## config.mk

```make
export PLATFORM = sky130hd
export DESIGN_NAME = threshold_zero_suppressor
export DESIGN_NICKNAME = d
export VERILOG_FILES = /design/src/hdl/tzs_pkg.sv /design/src/hdl/tzs_core.sv /design/src/hdl/tzs_out.sv /design/src/hdl/threshold_zero_suppressor.sv
export SDC_FILE = /design/constraint.sdc
export NUM_CORES = 1
export LEC_CHECK = 0
export BUFFER_PORTS_ARGS = -buffer_cell sky130_fd_sc_hd__buf_2
export CELL_PAD_IN_SITES_DETAIL_PLACEMENT = 1
export CELL_PAD_IN_SITES_GLOBAL_PLACEMENT = 2
export CORE_MARGIN = 4
export CORE_UTILIZATION = 38
export DETAILED_ROUTE_END_ITERATION = 6
export PLACE_DENSITY_LB_ADDON = 0.1
export REMOVE_ABC_BUFFERS = 1
export SLEW_MARGIN = 20
export SYNTH_ARGS = -nofsm -noshare
export SYNTH_HDL_FRONTEND = slang
export SYNTH_SLANG_ARGS = --single-unit
```

## constraint.sdc

```tcl
create_clock -name clk -period 9.1 [get_ports clk]
set_input_delay 1.82 -clock clk [delete_from_list [all_inputs] [get_ports clk]]
set_output_delay 1.82 -clock clk [all_outputs]
set_load 0.01 [all_outputs]
```

## src/hdl/tzs_pkg.sv

```systemverilog
// shared types and constants of the threshold zero suppressor
package tzs_pkg;

  localparam int SAMPLE_W  = 15;
  localparam int WORD_W    = 16;
  localparam int PRESC_W   = 16;
  localparam int RUN_W     = 15;
  localparam int SLOTS     = 3;
  localparam int SLOT_W    = 2;
  localparam int CFG_IDX_W = 2;

  // run is cut once it reaches this many samples
  localparam logic [RUN_W:0] MAX_RUN = 16'd32768;

  localparam logic [WORD_W-1:0] WORD_MAX = 16'hffff;
  localparam logic [WORD_W:0]   PAD_ADD  = 17'd7;
  localparam logic [WORD_W:0]   PAD_MASK = 17'h1fff8;

  typedef enum logic [CFG_IDX_W-1:0] {
    CFG_LOW      = 2'd0,
    CFG_HIGH     = 2'd1,
    CFG_PRESCALE = 2'd2
  } cfg_reg_t;

  typedef struct packed {
    logic [SAMPLE_W-1:0] low;
    logic [SAMPLE_W-1:0] high;
    logic [PRESC_W-1:0]  prescale;
  } cfg_t;

  // result words of one item, count word (if any) is always the last one
  typedef struct packed {
    logic [SLOTS-1:0][WORD_W-1:0] word;
    logic [SLOT_W-1:0]            num;
    logic                         has_count;
  } bundle_t;

endpackage

```

## src/hdl/tzs_core.sv

```systemverilog
// input register, event state and per-item suppression logic
module tzs_core (
  input  logic                          clk,
  input  logic                          rst,
  input  tzs_pkg::cfg_t                 cfg,
  input  logic                          in_valid,
  output logic                          in_ready,
  input  logic [tzs_pkg::SAMPLE_W-1:0]  in_sample,
  input  logic                          in_last,
  output logic                          bundle_valid,
  output tzs_pkg::bundle_t              bundle,
  input  logic                          bundle_take
);
  import tzs_pkg::*;

  logic                  held;
  logic [SAMPLE_W-1:0]   sample;
  logic                  last;
  logic                  move;

  logic                  event_open;
  logic                  event_sel;
  logic [RUN_W-1:0]      run_length;
  logic [PRESC_W-1:0]    event_phase;
  logic [WORD_W-1:0]     words_written;

  logic                  event_open_next;
  logic                  event_sel_next;
  logic [RUN_W-1:0]      run_length_next;
  logic [PRESC_W-1:0]    event_phase_next;
  logic [WORD_W-1:0]     words_written_next;

  assign move         = held && bundle_take;
  assign in_ready     = !held || bundle_take;
  assign bundle_valid = held;

  always_ff @(posedge clk) begin
    if (rst) begin
      held <= 1'b0;
    end else if (in_valid && in_ready) begin
      held <= 1'b1;
    end else if (move) begin
      held <= 1'b0;
    end
    if (in_valid && in_ready) begin
      sample <= in_sample;
      last   <= in_last;
    end
  end

  always_comb begin
    logic                sel;
    logic [RUN_W-1:0]    run;
    logic [RUN_W:0]      run_inc;
    logic [WORD_W-1:0]   ww;
    logic [PRESC_W:0]    phase_inc;
    logic [SLOT_W-1:0]   n;
    logic [SLOT_W-1:0]   pay;
    logic [WORD_W:0]     ww_sum;
    logic [WORD_W-1:0]   ww_sat;
    logic [WORD_W:0]     pad;
    logic                outband;

    bundle           = '0;
    n                = '0;
    pay              = '0;
    event_phase_next = event_phase;
    phase_inc        = {1'b0, event_phase} + 17'd1;

    if (!event_open) begin
      sel = (event_phase == '0);
      // prescale of zero acts as one: the compare then always wraps
      event_phase_next = (phase_inc >= {1'b0, cfg.prescale}) ? '0 : phase_inc[PRESC_W-1:0];
      run = '0;
      ww  = '0;
    end else begin
      sel = event_sel;
      run = run_length;
      ww  = words_written;
    end

    run_inc = {1'b0, run} + 16'd1;
    outband = (sample < cfg.low) || (sample > cfg.high);

    if (sel) begin
      if (outband) begin
        if (run != '0) begin
          bundle.word[n] = {1'b1, run - 15'd1};
          n   = n + 2'd1;
          pay = pay + 2'd1;
        end
        bundle.word[n] = {1'b0, sample};
        n   = n + 2'd1;
        pay = pay + 2'd1;
        run = '0;
      end else if (run_inc >= MAX_RUN) begin
        // spacer for a full run carries run length minus one, i.e. the old count
        bundle.word[n] = {1'b1, run};
        n   = n + 2'd1;
        pay = pay + 2'd1;
        run = '0;
      end else begin
        run = run_inc[RUN_W-1:0];
      end
    end

    if (last && sel && run != '0) begin
      bundle.word[n] = {1'b1, run - 15'd1};
      n   = n + 2'd1;
      pay = pay + 2'd1;
      run = '0;
    end

    ww_sum = {1'b0, ww} + {15'd0, pay};
    ww_sat = ww_sum[WORD_W] ? WORD_MAX : ww_sum[WORD_W-1:0];
    pad    = ({1'b0, ww_sat} + PAD_ADD) & PAD_MASK;

    if (last) begin
      bundle.word[n]   = sel ? (pad[WORD_W] ? WORD_MAX : pad[WORD_W-1:0]) : '0;
      n                = n + 2'd1;
      bundle.has_count = 1'b1;
    end
    bundle.num = n;

    if (last) begin
      event_open_next    = 1'b0;
      event_sel_next     = 1'b0;
      run_length_next    = '0;
      words_written_next = '0;
    end else begin
      event_open_next    = 1'b1;
      event_sel_next     = sel;
      run_length_next    = run;
      words_written_next = ww_sat;
    end
  end

  always_ff @(posedge clk) begin
    if (rst) begin
      event_open    <= 1'b0;
      event_sel     <= 1'b0;
      run_length    <= '0;
      event_phase   <= '0;
      words_written <= '0;
    end else if (move) begin
      event_open    <= event_open_next;
      event_sel     <= event_sel_next;
      run_length    <= run_length_next;
      event_phase   <= event_phase_next;
      words_written <= words_written_next;
    end
  end

endmodule

```

## src/hdl/tzs_out.sv

```systemverilog
// result register that hands out the words of one item one per cycle while out_ready is high
module tzs_out (
  input  logic                        clk,
  input  logic                        rst,
  input  logic                        bundle_valid,
  input  tzs_pkg::bundle_t            bundle,
  output logic                        bundle_take,
  output logic                        out_valid,
  input  logic                        out_ready,
  output logic [tzs_pkg::WORD_W-1:0]  out_word,
  output logic                        out_is_count,
  output logic                        out_final
);
  import tzs_pkg::*;

  logic [SLOTS-1:0][WORD_W-1:0] words;
  logic [SLOT_W-1:0]            remain;
  logic                         has_count;
  logic                         pop;

  assign out_valid    = (remain != '0);
  assign pop          = out_valid && out_ready;
  // free for a new item when empty or when the last word leaves now
  assign bundle_take  = (remain == '0) || (remain == 2'd1 && out_ready);
  assign out_word     = words[0];
  assign out_is_count = has_count && (remain == 2'd1);
  assign out_final    = out_is_count;

  always_ff @(posedge clk) begin
    if (rst) begin
      remain <= '0;
    end else if (bundle_valid && bundle_take) begin
      remain <= bundle.num;
    end else if (pop) begin
      remain <= remain - 2'd1;
    end
    if (bundle_valid && bundle_take) begin
      words     <= bundle.word;
      has_count <= bundle.has_count;
    end else if (pop) begin
      words <= {words[SLOTS-1], words[SLOTS-1:1]};
    end
  end

endmodule

```

## src/hdl/threshold_zero_suppressor.sv

```systemverilog
// top level of the threshold zero suppressor
//
// input stream: one 15-bit digitizer sample per item in s_axis_tdata, s_axis_tlast
// marks the last sample of an event window. output stream: 16-bit words in
// m_axis_tdata; a data word has bit 15 clear, a spacer has bit 15 set and the
// in-band run length minus one below it. the count word closes each event with
// m_axis_tuser and m_axis_tlast high; it holds the payload word count rounded up
// to a multiple of 8 (zero for events dropped by the prescaler).
// thresholds and prescale are written through cfg_we / cfg_index / cfg_data; the
// user must do so only while the block is idle, the block does not enforce it.
// an accepted item waits in the input register, then its words leave from the
// result register. throughput: an item gives zero to three words; the output
// register drains one word per cycle while m_axis_tready is high, and a new
// item is taken in the same cycle the last word of the previous one leaves.
// a plain sample gives at most two words, a sample on a window end three.
// reset clears the event state, the prescale phase and the registers to their
// defaults (low 0, high 32767, prescale 1). a stall on m_axis_tready holds the
// current word and, once the input register is full, drops s_axis_tready.
module threshold_zero_suppressor (
  input  logic                              clk,
  input  logic                              rst,
  input  logic                              cfg_we,
  input  logic [tzs_pkg::CFG_IDX_W-1:0]     cfg_index,
  input  logic [tzs_pkg::WORD_W-1:0]        cfg_data,
  input  logic                              s_axis_tvalid,
  output logic                              s_axis_tready,
  input  logic [15:0]                       s_axis_tdata,  // [14:0] sample, [15] zero
  input  logic                              s_axis_tlast,
  output logic                              m_axis_tvalid,
  input  logic                              m_axis_tready,
  output logic [15:0]                       m_axis_tdata,  // [15:0] word
  output logic                              m_axis_tuser,  // [0] is_count
  output logic                              m_axis_tlast
);
  import tzs_pkg::*;

  cfg_t    cfg;
  bundle_t bundle;
  logic    bundle_valid;
  logic    bundle_take;

  // configuration registers, unknown indexes are ignored
  always_ff @(posedge clk) begin
    if (rst) begin
      cfg.low      <= '0;
      cfg.high     <= 15'h7fff;
      cfg.prescale <= 16'd1;
    end else if (cfg_we) begin
      case (cfg_reg_t'(cfg_index))
        CFG_LOW:      cfg.low      <= cfg_data[SAMPLE_W-1:0];
        CFG_HIGH:     cfg.high     <= cfg_data[SAMPLE_W-1:0];
        CFG_PRESCALE: cfg.prescale <= cfg_data;
        default: ;
      endcase
    end
  end

  // input register and suppression logic
  tzs_core u_core (
    .clk          (clk),
    .rst          (rst),
    .cfg          (cfg),
    .in_valid     (s_axis_tvalid),
    .in_ready     (s_axis_tready),
    .in_sample    (s_axis_tdata[SAMPLE_W-1:0]),
    .in_last      (s_axis_tlast),
    .bundle_valid (bundle_valid),
    .bundle       (bundle),
    .bundle_take  (bundle_take)
  );

  // result register, one word per cycle while m_axis_tready is high
  tzs_out u_out (
    .clk          (clk),
    .rst          (rst),
    .bundle_valid (bundle_valid),
    .bundle       (bundle),
    .bundle_take  (bundle_take),
    .out_valid    (m_axis_tvalid),
    .out_ready    (m_axis_tready),
    .out_word     (m_axis_tdata),
    .out_is_count (m_axis_tuser),
    .out_final    (m_axis_tlast)
  );

endmodule

```

==> run metrics <==
outcome=finished, final reports clean; unrepaired setup endpoints after global routing=false; CTS clk-pin slew, worst paths=0.07 ns; Root Driver=clkbuf_16; CP Max Fanout=16; FF-to-FF Start=u_core.event_open; PortBufs=58; f_max=around 130 MHz; Psw=approximately 0.00084 W; setup violators final=0; Final Total Pwr=~0.0023 W; worst flop-to-flop path endpoint=u_out.out_word[10]; pin slew with the least headroom to its limit=about 1.1 ns; Synth Register Bits=163; sw frac=a little over a third; Rel. slew slack=just under 30%; Tmin final=around 8 ns; final hold vios=0; CP Capture Type=flip-flop; Layout Skew=between 0.01 and 0.015 ns; Die Y=177.7 um; ys async rst share=0%; Worst VDD drop=approximately 0.12 mV; Final ANT Viol Nets=0; Seq/Total Area, Yosys=between 30% and 40%; Post-CTS Hold Fix Bufs=0; clock share of power=31.5%; leading cell type in the layout, fill and taps excluded=nand2_1; Core Box Area=around 0.028 mm^2; ANT cells=0; final-layout fill cell count=between 3k and 4k; maxcap violations=0; CTS tree=built; Mapped Area=0.01094 mm^2; EDFF count, synth=65; Setup crit start kind=flip-flop; Starting Density=between 30% and 40%; Vias per Instance=approximately 5.8; Cell Int Power=about 0.0015 W; Pre-Repair DR Iteration Count=5; Layout area overhead=10.04%; initial antenna violation count=3; Slew Limit Fails=0; cells after synthesis=between 1k and 1.5k; Synth Warn #=0; clock sink count=approximately 160; power per cell area=between 150 and 200 mW/mm^2; first-pass GRT wire length=roughly 60 mm; R2R depth=25; reg-to-reg slack, setup=around 1.3 ns; type of the worst min-delay path=reg2reg; final WL=between 30 and 40 mm; post-synth cell types=75; IO Pins=60; CP required=9.24 ns; Clock Tree Buf Depth=2; synthesized area per cell=8.062 um^2; Crit. Startpoint=u_core.event_open; multi-input logic area=0.006339 mm^2; vias in the first global route=10.31k; GRT overflow=0; GRT Overall Usage=roughly a quarter; drc violations=0; sequential cell area=a little under 0.004 mm^2; H-tree depth=4; prevailing post-synth register cell=dfxtp_1; CP arrival=about 8.0 ns; postcts setup bufs=0; Chip Width=about 180 um; pin count of the biggest net entering global routing=59; Nets=1463; leakage power total=4.645 nW; Sum Neg Setup Slack=0 ns; Final Cycle Share=about 86%; routed len/inst=between 20 and 25 um; crit path to=u_out.out_word[10]; CP Class=reg2reg; row count=61; initial drt markers=between 600 and 700; Final Wtd Congestion=between 0.8 and 0.9; Flop pwr share=about two fifths; share of cells above drive strength 1=under 10%; Gate power share=29.2%; most frequent cells in the layout=nand2_1 (209), a21oi_1 (132), dfxtp_1 (97), nor2_1 (86), inv_1 (72); Worst-Skew Late Latency=0.45 ns; Inserted Clock Buffers=17; CTS-repair resized insts=0; HPWL after DPL=27.65 mm; full die area=about 0.032 mm^2; via count=just over 10k
==> synthesized netlist by cell type, drive strengths merged (10+ instances only) <==
library cell | count | area (um^2)
edfxtp | 65 | 1952
nand3b | 20 | 150.1
nand2 | 209 | 784.5
o21ai | 79 | 395.4
xor2 | 16 | 140.1
buf | 29 | 185.2
nor2 | 88 | 330.3
nor4 | 12 | 102.6
a31oi | 12 | 75.07
a22oi | 31 | 232.7
a22o | 15 | 131.4
inv | 72 | 270.3
clkbuf | 68 | 255.2
a211oi | 14 | 105.1
and2 | 19 | 118.9
a21oi | 132 | 660.6
o31ai | 10 | 75.07
a21o | 10 | 75.07
dfxtp | 98 | 1962
nor3 | 28 | 140.1
xnor2 | 26 | 227.7
and3 | 15 | 93.84
mux2i | 26 | 260.3
ha | 61 | 763.2
nand3 | 60 | 300.3
nand4 | 21 | 137.6
==> critical path, stage by stage, from the launching register on <==
cell      delay, ns
dfxtp_2        0.52
nand2_1        0.20
inv_1          0.14
ha_1           0.37
nand3_1        0.30
or3_1          0.43
o31ai_1        0.78
or3_1          0.27
o41ai_4        0.09
buf_4          0.20
a21o_1         0.21
xnor2_1        0.21
inv_1          0.14
ha_1           0.25
inv_1          0.08
fa_1           0.47
nand3b_1       0.35
or4_1          0.63
or4_1          0.51
nand3_1        0.21
a21oi_1        0.14
o211ai_1       0.12
buf_4          0.21
o21ai_0        0.23
a22oi_1        0.23
o21ai_0        0.18
==> how the worst min path moves through the flow <==
stage	from	to	slack [ns]	cells after the start
floorplan	cfg[31]	cfg[31]	0.43	2
finish	u_out.remain[1]	u_out.remain[1]	0.45	2
global route	cfg[32]	cfg[32]	0.48	2
CTS	u_out.remain[1]	u_out.remain[1]	0.46	2
detailed placement	cfg[1]	cfg[1]	0.45	2
global placement	cfg[31]	cfg[31]	0.44	2
==> power by group through the flow <==
stage	clock, W	combinational (W)	sequential [W]
floorplan	0	0.000383	0.000920
global placement	0	0.000657	0.000915
detailed placement	0	0.000664	0.000919
CTS	0.000740	0.000668	0.000902
global route	0.000769	0.000737	0.000908
finish	0.000723	0.000671	0.000902
==> cell families after synthesis <==
| logic type | after synthesis | synth area share (%) |
|---|---|---|
| AND/OR/NAND/NOR | 524 | 23.23 |
| AO/OA/AOI/OAI | 367 | 21.26 |
| buffers and inverters | 170 | 6.530 |
| flip-flops | 163 | 35.77 |
| adder cells (fa/ha/maj) | 62 | 7.159 |
| XOR/XNOR | 42 | 3.362 |
| multiplexers | 29 | 2.688 |
==> state kept, by name, summed over array words and instances (netlist names) <==
| register | count |
|---|---|
| u_core.words_written | 16 |
| u_out.words | 32 |
| u_out.remain | 2 |
| u_out.out_word | 16 |
| u_core.bundle_valid | 1 |
| u_core.sample | 15 |
| u_core.last | 1 |
| u_out.has_count | 1 |
| u_core.event_open | 1 |
| u_core.event_phase | 16 |
| u_core.run_length | 15 |
| cfg | 46 |
| u_core.event_sel | 1 |
==> per-layer routing <==
| layer | up-vias | GRT usage (%) | routed length, um |
|---|---|---|---|
| met5 | - | 0 | 0 |
| met4 | 0 | 8.218 | 1051 |
| met3 | 43 | 3.835 | 1732 |
| met2 | 249 | 40.62 | 17920 |
| met1 | 4979 | 32.84 | 17550 |
| li1 | 4890 | - | - |
==> layout make-up <==
cell class | instances | area share, %
clock buffers | 22 | 4.126
repair buffers | 82 | 3.908
well taps | 378 | 3.929
multi-input cells | 1024 | 52.65
clock inverters | 9 | 0.5924
flip-flops and latches | 163 | 32.52
inverters | 73 | 2.276
==> stage by stage <==
stage	utilization (%)	worst slack, ns	std cells	hold WS, ns	cell area [um^2]
2_1_floorplan	-	1.653	1260	0.4257	10500
3_3_place_gp	40.82	1.523	1720	0.4435	11470
3_5_place_dp	40.83	1.466	1720	0.4496	11470
4_1_cts	42.85	1.434	1751	0.4594	12040
5_1_grt	42.86	0.8373	1751	0.4770	12040
6_report	42.86	1.288	1751	0.4532	12040
Note: power is estimated with default switching activity, not from simulation.
